[config.mk]
export PLATFORM = sky130hd
export DESIGN_NAME = irc_line_tokenizer
export DESIGN_NICKNAME = d
export VERILOG_FILES = /design/src/design/irc_tok_pkg.sv /design/src/design/irc_line_tokenizer.sv
export SDC_FILE = /design/constraint.sdc
export NUM_CORES = 1
export LEC_CHECK = 0
export ABC_CLOCK_PERIOD_IN_PS = 3800
export BUFFER_PORTS_ARGS = -buffer_cell sky130_fd_sc_hd__buf_2
export CAP_MARGIN = 0
export CORE_MARGIN = 2
export CORE_UTILIZATION = 50
export DETAILED_ROUTE_END_ITERATION = 7
export PLACE_DENSITY = 0.72
export SYNTH_ARGS = -nofsm -noshare
export SYNTH_HDL_FRONTEND = slang
export SYNTH_SLANG_ARGS = --single-unit
[constraint.sdc]
create_clock -name clk -period 3.8 [get_ports clk]
set_input_delay 0 -clock clk [delete_from_list [all_inputs] [get_ports clk]]
set_output_delay 0 -clock clk [all_outputs]
set_load 0.03 [all_outputs]
[src/design/irc_tok_pkg.sv]
`timescale 1ns / 1ps

package irc_tok_pkg;

	// bytes the tokeniser reacts to
	localparam logic [7:0] CH_LF    = 8'd10;
	localparam logic [7:0] CH_CR    = 8'd13;
	localparam logic [7:0] CH_SP    = 8'd32;
	localparam logic [7:0] CH_BANG  = 8'd33;
	localparam logic [7:0] CH_ZERO  = 8'd48;
	localparam logic [7:0] CH_NINE  = 8'd57;
	localparam logic [7:0] CH_COLON = 8'd58;
	localparam logic [7:0] CH_AT    = 8'd64;

	typedef logic [2:0] kind_t;

	localparam kind_t KIND_NONE   = 3'd0;
	localparam kind_t KIND_NAME   = 3'd1;
	localparam kind_t KIND_CMD    = 3'd2;
	localparam kind_t KIND_MIDDLE = 3'd3;
	localparam kind_t KIND_TRAIL  = 3'd4;

	typedef struct packed {
		logic [7:0] echo_byte;
		kind_t      field_kind;
		logic       field_first;
		logic       line_end;
		logic       message_kept;
	} tag_t;

endpackage

[src/design/irc_line_tokenizer.sv]
`timescale 1ns / 1ps

// Streaming IRC line tokeniser. Each accepted byte comes back as one result word
// carrying the byte, the message field it belongs to (sender name, command,
// middle or trailing parameter, or none for delimiters and skipped bytes), a flag
// for the first byte of a field, and on the byte that closes a message (a CR,
// or a byte after a numeric command) an end flag with whether a non-empty
// command was seen. One byte is taken per clock cycle unless the output stalls; a
// byte passes an input register, then a result register, with the parse state
// updated between them. Output backpressure stalls the input with no loss.
module irc_line_tokenizer (
	input  logic       clk,
	input  logic       arst_n,
	input  logic       in_valid,
	output logic       in_ready,
	input  logic [7:0] data_byte,
	output logic       out_valid,
	input  logic       out_ready,
	output logic [7:0] echo_byte,
	output logic [2:0] field_kind,
	output logic       field_first,
	output logic       line_end,
	output logic       message_kept
);

	localparam logic [3:0] MODE_LINE   = 4'd0;
	localparam logic [3:0] MODE_NAME   = 4'd1;
	localparam logic [3:0] MODE_HOST   = 4'd2;
	localparam logic [3:0] MODE_PRECMD = 4'd3;
	localparam logic [3:0] MODE_CMD    = 4'd4;
	localparam logic [3:0] MODE_NUM    = 4'd5;
	localparam logic [3:0] MODE_AFTNUM = 4'd6;
	localparam logic [3:0] MODE_PARAMS = 4'd7;
	localparam logic [3:0] MODE_MIDDLE = 4'd8;
	localparam logic [3:0] MODE_TRAIL  = 4'd9;

	logic       valid_s1;
	logic [7:0] byte_s1;
	logic       valid_s2;
	irc_tok_pkg::tag_t tag_s2;

	logic [3:0] mode_q;
	logic [1:0] digits_q;
	logic       seen_q;
	logic       open_q;

	logic       load_s2;
	logic       adv_s1;

	logic [3:0] n_mode;
	logic [1:0] n_digits;
	logic       n_seen;
	logic       open_eff;
	logic       do_line;
	logic       do_cmd;
	irc_tok_pkg::kind_t kind;
	logic       msg_end;
	logic       msg_kept;
	logic       is_cr;
	logic       is_sp;
	logic       is_digit;

	assign load_s2  = !valid_s2 || out_ready;
	assign adv_s1   = valid_s1 && load_s2;
	assign in_ready = !valid_s1 || load_s2;

	assign is_cr    = byte_s1 == irc_tok_pkg::CH_CR;
	assign is_sp    = byte_s1 == irc_tok_pkg::CH_SP;
	assign is_digit = byte_s1 >= irc_tok_pkg::CH_ZERO && byte_s1 <= irc_tok_pkg::CH_NINE;

	always_comb begin
		n_mode   = mode_q;
		n_digits = digits_q;
		n_seen   = seen_q;
		open_eff = open_q;
		kind     = irc_tok_pkg::KIND_NONE;
		msg_end  = 1'b0;
		msg_kept = 1'b0;
		do_line  = 1'b0;
		do_cmd   = 1'b0;

		unique case (mode_q)
			MODE_NAME: begin
				if (is_cr) begin
					msg_end  = 1'b1;
					msg_kept = seen_q;
					n_seen   = 1'b0;
					n_digits = 2'd0;
					n_mode   = MODE_LINE;
				end else if (is_sp) begin
					n_mode = MODE_PRECMD;
				end else if (byte_s1 == irc_tok_pkg::CH_BANG || byte_s1 == irc_tok_pkg::CH_AT) begin
					n_mode = MODE_HOST;
				end else begin
					kind = irc_tok_pkg::KIND_NAME;
				end
			end
			MODE_HOST: begin
				if (is_sp)
					n_mode = MODE_PRECMD;
			end
			MODE_PRECMD: begin
				if (!is_sp)
					do_cmd = 1'b1;
			end
			MODE_CMD, MODE_MIDDLE: begin
				if (is_cr) begin
					msg_end  = 1'b1;
					msg_kept = seen_q;
					n_seen   = 1'b0;
					n_digits = 2'd0;
					n_mode   = MODE_LINE;
				end else if (is_sp) begin
					n_mode = MODE_PARAMS;
				end else begin
					kind = (mode_q == MODE_CMD) ? irc_tok_pkg::KIND_CMD
						: irc_tok_pkg::KIND_MIDDLE;
				end
			end
			MODE_NUM: begin
				kind = irc_tok_pkg::KIND_CMD;
				if (digits_q == 2'd2) begin
					n_digits = 2'd0;
					n_mode   = MODE_AFTNUM;
				end else begin
					n_digits = digits_q + 2'd1;
				end
			end
			MODE_AFTNUM: begin
				if (is_cr) begin
					msg_end  = 1'b1;
					msg_kept = seen_q;
					n_seen   = 1'b0;
					n_digits = 2'd0;
					n_mode   = MODE_LINE;
				end else if (is_sp) begin
					n_mode = MODE_PARAMS;
				end else begin
					// close the numeric message, byte then opens the next one
					msg_end  = 1'b1;
					msg_kept = seen_q;
					n_seen   = 1'b0;
					n_digits = 2'd0;
					open_eff = 1'b0;
					do_line  = 1'b1;
				end
			end
			MODE_PARAMS: begin
				if (is_cr) begin
					msg_end  = 1'b1;
					msg_kept = seen_q;
					n_seen   = 1'b0;
					n_digits = 2'd0;
					n_mode   = MODE_LINE;
				end else if (byte_s1 == irc_tok_pkg::CH_COLON) begin
					n_mode = MODE_TRAIL;
				end else if (!is_sp) begin
					kind   = irc_tok_pkg::KIND_MIDDLE;
					n_mode = MODE_MIDDLE;
				end
			end
			MODE_TRAIL: begin
				if (is_cr) begin
					msg_end  = 1'b1;
					msg_kept = seen_q;
					n_seen   = 1'b0;
					n_digits = 2'd0;
					n_mode   = MODE_LINE;
				end else begin
					kind = irc_tok_pkg::KIND_TRAIL;
				end
			end
			default: begin
				do_line = 1'b1;
			end
		endcase

		if (do_line) begin
			priority if (is_cr || byte_s1 == irc_tok_pkg::CH_LF) begin
				n_mode = MODE_LINE;
			end else if (byte_s1 == irc_tok_pkg::CH_COLON) begin
				n_seen = 1'b0;
				n_mode = MODE_NAME;
			end else begin
				n_seen = 1'b0;
				do_cmd = 1'b1;
			end
		end

		if (do_cmd) begin
			priority if (is_digit) begin
				kind     = irc_tok_pkg::KIND_CMD;
				n_seen   = 1'b1;
				n_digits = 2'd1;
				n_mode   = MODE_NUM;
			end else if (is_sp) begin
				n_mode = MODE_PARAMS;
			end else if (is_cr) begin
				msg_end  = 1'b1;
				msg_kept = n_seen;
				n_seen   = 1'b0;
				n_digits = 2'd0;
				n_mode   = MODE_LINE;
			end else begin
				kind   = irc_tok_pkg::KIND_CMD;
				n_seen = 1'b1;
				n_mode = MODE_CMD;
			end
		end
	end

	always_ff @(posedge clk or negedge arst_n) begin
		if (!arst_n) begin
			valid_s1 <= 1'b0;
			valid_s2 <= 1'b0;
			mode_q   <= MODE_LINE;
			digits_q <= 2'd0;
			seen_q   <= 1'b0;
			open_q   <= 1'b0;
		end else begin
			if (in_ready)
				valid_s1 <= in_valid;
			if (load_s2)
				valid_s2 <= valid_s1;
			if (adv_s1) begin
				mode_q   <= n_mode;
				digits_q <= n_digits;
				seen_q   <= n_seen;
				open_q   <= kind != irc_tok_pkg::KIND_NONE;
			end
		end
	end

	always_ff @(posedge clk) begin
		if (in_valid && in_ready)
			byte_s1 <= data_byte;
		if (adv_s1) begin
			tag_s2.echo_byte    <= byte_s1;
			tag_s2.field_kind   <= kind;
			tag_s2.field_first  <= (kind != irc_tok_pkg::KIND_NONE) && !open_eff;
			tag_s2.line_end     <= msg_end;
			tag_s2.message_kept <= msg_kept;
		end
	end

	assign out_valid    = valid_s2;
	assign echo_byte    = tag_s2.echo_byte;
	assign field_kind   = tag_s2.field_kind;
	assign field_first  = tag_s2.field_first;
	assign line_end     = tag_s2.line_end;
	assign message_kept = tag_s2.message_kept;

	a_digits_only_numeric: assert property (@(posedge clk) disable iff (!arst_n)
		digits_q != 2'd0 |-> mode_q == MODE_NUM)
		else $error("digit count live outside numeric command");

	a_kept_needs_end: assert property (@(posedge clk) disable iff (!arst_n)
		out_valid && message_kept |-> line_end)
		else $error("kept flag without message end");

	a_first_needs_field: assert property (@(posedge clk) disable iff (!arst_n)
		out_valid && field_first |-> field_kind != irc_tok_pkg::KIND_NONE)
		else $error("field start on a delimiter");

	a_accept_fills_s1: assert property (@(posedge clk) disable iff (!arst_n)
		in_valid && in_ready |=> valid_s1)
		else $error("accepted word lost at input register");

endmodule
# --- After elaboration in Yosys (flattened, before gate mapping) ---
# Cells that the tools add are included.
op_classes:
  n_eq_ne: 16
  reduce_logical: 16
  n_addsub: 1
  mux: 78
  n_lt_le_gt_ge: 2
ops:
  columns: ["operator", "count"]
  rows:
  - ["$mux W4", 15]
  - ["$mux W1", 35]
  - ["$mux W2", 13]
  - ["$eq A8 B6 Y1 const B", 3]
  - ["$mux W3", 8]
  - ["$pmux W4 S6", 1]
  - ["$eq A4 B3 Y1 const B", 4]
  - ["$eq A8 B4 Y1 const B", 2]
  - ["$pmux W3 S5", 1]
  - ["$eq A4 B2 Y1 const B", 2]
  - ["$eq A4 B4 Y1 const B", 2]
  - ["$eq A8 B7 Y1 const B", 1]
  - ["$ge A8 B6 Y1 const B", 1]
  - ["$le A8 B6 Y1 const B", 1]
  - ["$pmux W1 S2", 4]
  - ["$reduce_or A8 Y1", 1]
  - ["$pmux W2 S3", 1]
  - ["$reduce_or A5 Y1", 1]
  - ["$eq A4 B1 Y1 const B", 1]
  - ["$logic_and A1 B1 Y1", 4]
  - ["$logic_or A1 B1 Y1", 4]
  - ["$logic_not A1 Y1", 3]
  - ["$reduce_bool A3 Y1", 1]
  - ["$reduce_or A3 Y1", 1]
  - ["other kinds (3)", 3]
totals:
  output_inout_bits: 16
  reg_bits: 32
  in_bits: 12
  wordCells: 125

# --- Longest topological paths before layout ---
# Gate-level depths: netlist (run 1).
logic_depth:
  ltp_word: 12
  ltp_mapped: 7
  depth_no_buf: 6

# --- Least setup slack after synthesis (run 1) ---
# No wires, ideal clock.
synth_timing:
  path_type: "register to register"
  from: "reg byte_s1[4]"
  to: "reg, netlist name field_first"
  period_less_slack_ns: 1.992
  path_slack_ns: 1.808
  setup_time_ns: 0.264
  path_buffers: 0
  stages_incl_launch_ff: 6
  arrival_time_ns: 1.728
  required_time_ns: 3.536
  path_cell_list: "edfxtp_1 -> or4b_4 -> a211o_1 -> a31oi_2 -> a22o_1 -> a22oi_1"
synth_via:
  elab_chain_len: 12
  elab_cells_between_ends: 38
  classes_between: "order compare: 2; eq/ne: 6; mux: 24; reduce/logical: 6"
synth_lines:
  columns: ["item", "line_no", "rtl"]
  rows:
  - ["start: declaration", "irc_line_tokenizer.sv:38", "logic [7:0] byte_s1;"]
  - ["start signal: assignment", "irc_line_tokenizer.sv:236", "byte_s1 <= data_byte;"]
  - ["$eq A8 B6 Y1 / $eq A8 B7 Y1 (equally long branches)", "irc_line_tokenizer.sv:92", "end else if (byte_s1 == irc_tok_pkg::CH_BANG || byte_s1 == irc_tok_pkg::CH_AT) begin"]
  - ["$logic_or A1 B1 Y1", "irc_line_tokenizer.sv:92", null]
  - ["$mux W1", "irc_line_tokenizer.sv:92", null]
  - ["$mux W1", "irc_line_tokenizer.sv:90", "end else if (is_sp) begin"]
  - ["$mux W1", "irc_line_tokenizer.sv:84", "if (is_cr) begin"]
  - ["$pmux W3 S5", "irc_line_tokenizer.sv:82", "unique case (mode_q)"]
  - ["$mux W3", "irc_line_tokenizer.sv:198", "end else if (is_cr) begin"]
  - ["$mux W3", "irc_line_tokenizer.sv:196", "end else if (is_sp) begin"]
  - ["$mux W3", "irc_line_tokenizer.sv:191", "priority if (is_digit) begin"]
  - ["$mux W3", "irc_line_tokenizer.sv:190", "if (do_cmd) begin"]
  - ["$reduce_bool A3 Y1", "irc_line_tokenizer.sv:240", "tag_s2.field_first <= (kind != irc_tok_pkg::KIND_NONE) && !open_eff;"]
  - ["$logic_and A1 B1 Y1 *", "irc_line_tokenizer.sv:240", null]
# Every way passes the cells marked *; elsewhere a longest branch is shown, timed or not.
# A chain may end at the register's enable or synchronous reset.

# --- Worst setup path after layout (run 1) ---
layout_timing:
  from: "reg byte_s1[5]"
  to: "reg, netlist name field_first"
layout_via:
  elab_chain_len: 12
  elab_cells_between_ends: 38
  classes_between: "order compare: 2; eq/ne: 6; mux: 24; reduce/logical: 6"
layout_lines:
  columns: ["item", "line_no"]
  rows:
  - ["$eq A8 B6 Y1 / $eq A8 B7 Y1 (equally long branches)", "irc_line_tokenizer.sv:92"]
  - ["$logic_or A1 B1 Y1", "irc_line_tokenizer.sv:92"]
  - ["$mux W1", "irc_line_tokenizer.sv:92"]
  - ["$mux W1", "irc_line_tokenizer.sv:90"]
  - ["$mux W1", "irc_line_tokenizer.sv:84"]
  - ["$pmux W3 S5", "irc_line_tokenizer.sv:82"]
  - ["$mux W3", "irc_line_tokenizer.sv:198"]
  - ["$mux W3", "irc_line_tokenizer.sv:196"]
  - ["$mux W3", "irc_line_tokenizer.sv:191"]
  - ["$mux W3", "irc_line_tokenizer.sv:190"]
  - ["$reduce_bool A3 Y1", "irc_line_tokenizer.sv:240"]
  - ["$logic_and A1 B1 Y1 *", "irc_line_tokenizer.sv:240"]
# Marked as above.

==> results.json, run 1 <==
{
  "status": "finished clean",
  "avgViaCountPerCell": 6.19,
  "cts_buffers": 5,
  "hold_ws_ns": 0.0364,
  "antenna_left": 0,
  "slowest_stage": "edfxtp_1",
  "drc_errors": 0,
  "htreeDepth": 2,
  "ys_seq_area_share_pct": 51.2,
  "grt.total_usage_pct": 23.0,
  "power_density_mw_per_mm2": 683,
  "power_switching_share_pct": 41.3,
  "yosys_warnings": 0,
  "path_clk_slew_ns": 0.12,
  "gp_congestion": 1.07,
  "fin_area_mm2": 0.00215,
  "fill_cells": 277,
  "cap_violations": 0,
  "grt_pass1_wl_um": 7060,
  "post_cts_buffers": 0,
  "path_delay_family": "simple AND/OR/NAND/NOR gates",
  "port_buffers": 27,
  "syn_nets": 186,
  "cp-start-kind": "register",
  "slew_viol_final": 0,
  "grt_start_max_net_pins": 23,
  "syn-cell-area_mm2": 0.00178,
  "r2r_end": "field_first",
  "ys_types": 55,
  "dp.cells": 242,
  "tritoncts": "done",
  "dieArea_mm2": 0.00405,
  "r2r_setup_slack_ns": 1.21,
  "clock_skew_ns": 0.0184,
  "grt_pass1_vias": 1431,
  "layout_common_cells": "buf_2 (27), edfxtp_1 (22), nand2_1 (16), nor2_1 (12), dlygate4sd3_1 (12)",
  "max_freq_mhz": 385,
  "clockBufferDepth": 2,
  "cts_sinks": 32,
  "async_reset_ff_share_pct": 31.3,
  "wirelength_um": 4370,
  "avgSynthCellArea_um2": 10.2,
  "synth.largest_area_cell": "edfxtp_1",
  "path_max_fanout": 15,
  "clk_latency_ns": 0.34,
  "slew_headroom_pct": 56.9,
  "ys_seq_elements": 32,
  "start_util_pct": 52.5,
  "die_h_um": 63.7,
  "p_clk_share_pct": 17.6,
  "rsz0062_at_grt": "no",
  "drt_iter0_drc": 92,
  "io_pins": 28,
  "syn_inst": 174,
  "power_switching_mw": 0.607,
  "peakVddDrop_uv": 317,
  "die_width_um": 63.7,
  "fin_cells": 262,
  "wl_per_cell_um": 16.7,
  "rows": 21,
  "multi_input_area_um2": 825,
  "antennaDiodeCount": 0,
  "fin_crit_ns": 2.59,
  "pwr-share-comb_pct": 45.2,
  "syn2layout_area_growth_pct": 21.1,
  "critPathKind": "reg2reg",
  "core_area_mm2": 0.00339,
  "ys.flop_type": "edfxtp_1",
  "regArea_um2": 911,
  "critPathMaxStageDelay_ns": 0.49,
  "drive_above_1_share_pct": 20.8,
  "synth_edf_count": 22,
  "final_common_cell": "buf_2",
  "drtPass1Iterations": 4,
  "crit_required_ns": 3.89,
  "critPathArrivalTime_ns": 2.68,
  "tightest_slew_ns": 0.643,
  "gr-total-overflow": 0,
  "worst_setup_path_end_kind": "register",
  "hold_path.class": "in2async",
  "pwr-share-seq_pct": 37.1,
  "power.internal_mw": 0.865,
  "rr_startpoint": "byte_s1[5]",
  "synth_top_area_share_pct": 37.1,
  "setup_viol": 0,
  "antenna_found_initial": 0,
  "leakagePower_nw": 0.817,
  "post-route-period-util_pct": 68.3,
  "setup_tns_ns": 0,
  "nNetsFinal": 227,
  "path_cells": "nor3b_1, nand3_1, and2_1, a31oi_2, a22o_1, a22oi_1",
  "via_count": 1622,
  "placedInstanceArea_mm2": 0.00196,
  "yosys-top-cells-area": "edfxtp_1 (37%), dfrtp_1 (14%), nand2_1 (3.4%)",
  "cts_root_buffer": "clkbuf_4",
  "hold_viol": 0,
  "utilization_pct": 63.6,
  "cp_num_buf_inv": 0,
  "post-dp-hpwl_um": 2990,
  "r2r_cells": 6
}
-- worst max-delay path by stage --
stage	start	end	slack [ns]	depth (start not counted)
6_report	byte_s1[5]	field_first	1.21	6
5_1_grt	byte_s1[5]	field_first	1.08	6
4_1_cts	byte_s1[5]	field_first	1.28	6
3_5_place_dp	byte_s1[0]	field_first	1.30	6
3_3_place_gp	byte_s1[3]	message_kept	1.40	6
2_1_floorplan	byte_s1[4]	field_first	1.81	5
-- layer usage --
layer	share of wire (%)	vias to the layer above	wire [um]	global-route usage (%)
met5	0	-	0	0
met4	2.8	0	121	10.1
met3	8.7	12	379	4.82
met1	43	768	1880	32.1
met2	46	90	1990	34.7
li1	-	752	-	-
-- synthesized netlist by cell type (all sizes together) (2+ instances only) --
| master | n |
|---|---|
| nor2b | 4 |
| clkbuf | 5 |
| nand3b | 2 |
| o311ai | 2 |
| nand4 | 2 |
| a21oi | 10 |
| buf | 2 |
| o211ai | 3 |
| o21ai | 12 |
| o211a | 2 |
| or2 | 2 |
| and2 | 3 |
| nor3b | 4 |
| or3 | 2 |
| a2bb2oi | 2 |
| inv | 3 |
| o21a | 3 |
| nand2 | 17 |
| a31oi | 4 |
| nor2 | 12 |
| edfxtp | 22 |
| dfrtp | 10 |
| nor3 | 7 |
| o31ai | 3 |
| nand2b | 9 |
| nand3 | 3 |
| a22oi | 3 |
| a22o | 2 |
-- stage by stage --
stage	power, mW	worst slack (ns)
2_1_floorplan	1.04	1.81
3_3_place_gp	1.20	1.40
3_5_place_dp	1.19	1.30
4_1_cts	1.46	1.28
5_1_grt	1.56	1.08
6_report	1.47	1.21
-- state kept, by name, summed over array words and instances, names as in the netlist --
register / flops
digits_q: 2
mode_q: 4
open_q: 1
field_kind: 3
valid_s1: 1
field_first: 1
line_end: 1
seen_q: 1
byte_s1: 8
message_kept: 1
echo_byte: 8
out_valid: 1
-- worst reg2reg max path, delay by kind of cell, from the launching register on --
kind,cells,cell delay (ns)
flip-flops,1,0.49
AND/OR/NAND/NOR,3,1.23
AO/OA/AOI/OAI,3,0.63
-- power groups by stage --
| stage | Combinational (mW) | Clock, mW | Sequential, mW |
|---|---|---|---|
| finish | 0.666 | 0.260 | 0.547 |
| global route | 0.724 | 0.279 | 0.558 |
| CTS | 0.654 | 0.264 | 0.543 |
| detailed placement | 0.641 | 0 | 0.550 |
| global placement | 0.651 | 0 | 0.546 |
| floorplan | 0.492 | 0 | 0.551 |
-- final cells by class --
| class | instances | share of cell area [%] |
|---|---|---|
| Multi-Input combinational cell | 131 | 38.3 |
| Clock buffer | 6 | 1.92 |
| Tap cell | 46 | 2.67 |
| Timing Repair Buffer | 41 | 12.5 |
| Inverter | 4 | 0.697 |
| Clock inverter | 2 | 1.63 |
| Sequential cell | 32 | 42.3 |
-- logic make-up after synthesis --
| logic type | synth area share [%] |
|---|---|
| compound gates | 23.4 |
| buf+inv | 2.46 |
| flops | 51.2 |
| mux | 0.563 |
| simple gates | 22.4 |
-- what timing repair did --
action	in CTS	in global routing
gates resized for setup	0	0
hold buffers	12	0
endpoints found under the setup margin	0	0
hold endpoints to repair	20	0
No activity file was read; power rests on OpenSTA's default activity.
==> inputs of run 2 (changes only) <==
--- a/config.mk
+++ b/config.mk
@@ -5,7 +5,7 @@
 export SDC_FILE = /design/constraint.sdc
 export NUM_CORES = 1
 export LEC_CHECK = 0
-export ABC_CLOCK_PERIOD_IN_PS = 3800
+export ABC_CLOCK_PERIOD_IN_PS = 2550
 export BUFFER_PORTS_ARGS = -buffer_cell sky130_fd_sc_hd__buf_2
 export CAP_MARGIN = 0
 export CORE_MARGIN = 2
==> constraint.sdc (replaced) <==
create_clock -name clk -period 2.55 [get_ports clk]
set_input_delay 0 -clock clk [delete_from_list [all_inputs] [get_ports clk]]
set_output_delay 0 -clock clk [all_outputs]
set_load 0.03 [all_outputs]
==> results.json, run 2 (synthesis results as in run 1) <==
{
  "cts_buffers": 5,
  "fin_cells": 269,
  "nNetsFinal": 234,
  "clock_skew_ns": 0.0107,
  "post-route-period-util_pct": 90.1,
  "path_cells": "nor4b_1, o21ai_0, a311oi_1, nor2_1, a22oi_1",
  "power_switching_share_pct": 40.5,
  "rsz0062_at_grt": "no",
  "p_clk_share_pct": 16.8,
  "power_switching_mw": 0.905,
  "dieArea_mm2": 0.00405,
  "placedInstanceArea_mm2": 0.00201,
  "crit_required_ns": 2.72,
  "worst_setup_path_end_kind": "register",
  "critPathKind": "reg2reg",
  "gp_congestion": 1.02,
  "leakagePower_nw": 0.852,
  "cts_sinks": 32,
  "slew_viol_final": 0,
  "reg_top3": "byte_s1 (8), echo_byte (8), mode_q (4)",
  "rows": 21,
  "rr_startpoint": "mode_q[0]",
  "wirelength_um": 4490,
  "status": "finished clean",
  "pwr-share-seq_pct": 35.6,
  "r2r_setup_slack_ns": 0.25,
  "critPathMaxStageDelay_ns": 0.64,
  "start_util_pct": 52.5,
  "antenna_found_initial": 0,
  "grt_pass1_wl_um": 7660,
  "gr-total-overflow": 0,
  "power.internal_mw": 1.33,
  "setup_viol": 0,
  "via_count": 1634,
  "critPathArrivalTime_ns": 2.47,
  "io_pins": 28,
  "avgViaCountPerCell": 6.07,
  "clk_latency_ns": 0.33,
  "drt_iter0_drc": 173,
  "fin_area_mm2": 0.00221,
  "clockBufferDepth": 2,
  "slew_headroom_pct": 62.4,
  "grt_pass1_vias": 1558,
  "total_power_mw": 2.23,
  "hold_viol": 0,
  "grt.total_usage_pct": 24.8,
  "cp-start-kind": "register",
  "path_delay_family": "compound AO/OA/AOI/OAI gates",
  "fill_cells": 278,
  "layout_common_cells": "buf_2 (27), edfxtp_1 (22), nand2_1 (16), nor2_1 (12), dlygate4sd3_1 (12)",
  "drtPass1Iterations": 5,
  "max_freq_mhz": 435,
  "wl_per_cell_um": 16.7,
  "tritoncts": "done",
  "hold_path.class": "in2async",
  "port_buffers": 27,
  "syn2layout_area_growth_pct": 24.3,
  "drc_errors": 0,
  "setup_tns_ns": 0,
  "grt_start_max_net_pins": 23,
  "drive_above_1_share_pct": 23.8,
  "antennaDiodeCount": 0,
  "core_area_mm2": 0.00339,
  "slowest_stage": "dfrtp_1",
  "tightest_slew_ns": 0.556,
  "peakVddDrop_uv": 707,
  "die_h_um": 63.7,
  "final_common_cell": "buf_2",
  "post-dp-hpwl_um": 3230,
  "htreeDepth": 2,
  "path_clk_slew_ns": 0.10,
  "cp_num_buf_inv": 0,
  "antenna_left": 0,
  "cap_violations": 0,
  "r2r_end": "field_first",
  "path_depth": 5,
  "post_cts_buffers": 0,
  "pwr-share-comb_pct": 47.7,
  "dp.cells": 249,
  "path_max_fanout": 16,
  "die_width_um": 63.7,
  "cts_root_buffer": "clkbuf_4",
  "r2r_cells": 5,
  "fin_crit_ns": 2.30,
  "power_density_mw_per_mm2": 1010
}
## run 2: power by group through the flow
| stage | sequential, mW | combinational [mW] | clock (mW) |
|---|---|---|---|
| floorplan | 0.822 | 0.734 | 0 |
| global placement | 0.800 | 1.03 | 0 |
| detailed placement | 0.800 | 1.03 | 0 |
| CTS | 0.790 | 1.05 | 0.380 |
| global route | 0.810 | 1.17 | 0.401 |
| finish | 0.794 | 1.06 | 0.375 |
## run 2: repair_timing
action                                  CTS  global route
resized for setup                         0             1
endpoints found under the hold margin    20             0
hold buffers                             12             0
endpoints found under the setup margin    0             1
## run 2: through the flow
| stage | setup WS [ns] | util (%) | hold WS [ns] |
|---|---|---|---|
| after detailed placement | 0.284 | 59.3 | -0.118 |
| after floorplan | 0.558 | - | -0.296 |
| after CTS | 0.267 | 65.1 | 0.0541 |
| after global placement | 0.352 | 59.3 | -0.119 |
| final | 0.253 | 65.3 | 0.0537 |
| after global routing | 0.0493 | 65.3 | 0.0532 |
## run 2: worst reg2reg max path: stages, from the launching register on
cell and delay (ns):
dfrtp_1 0.64, nor4b_1 0.53, o21ai_0 0.28, a311oi_1 0.41
nor2_1 0.12, a22oi_1 0.15
## run 2: worst max-delay path by stage
stage	slack (ns)	end	from
3_3_place_gp	0.35	digits_q[0]	byte_s1[5]
6_report	0.25	field_first	mode_q[0]
5_1_grt	0.05	field_first	mode_q[0]
3_5_place_dp	0.28	digits_q[0]	byte_s1[0]
2_1_floorplan	0.56	field_first	byte_s1[4]
4_1_cts	0.27	digits_q[0]	byte_s1[0]
## run 2: per-layer routing
metal | vias up | track usage [%] | share of wire, %
li1 | 769 | - | -
met1 | 763 | 33.2 | 41
met2 | 91 | 38.3 | 48
met3 | 11 | 6.43 | 8.4
met4 | 0 | 9.78 | 2.4
met5 | - | 0 | 0
## run 2: cell type report
type | instances | area (um2) | area share [%]
Tap cell | 46 | 57.6 | 2.60
Multi-Input combinational cell | 131 | 830 | 37.5
Timing Repair Buffer | 48 | 323 | 14.6
Inverter | 4 | 15.0 | 0.679
Sequential cell | 32 | 911 | 41.2
Clock inverter | 2 | 35.0 | 1.58
Clock buffer | 6 | 41.3 | 1.87
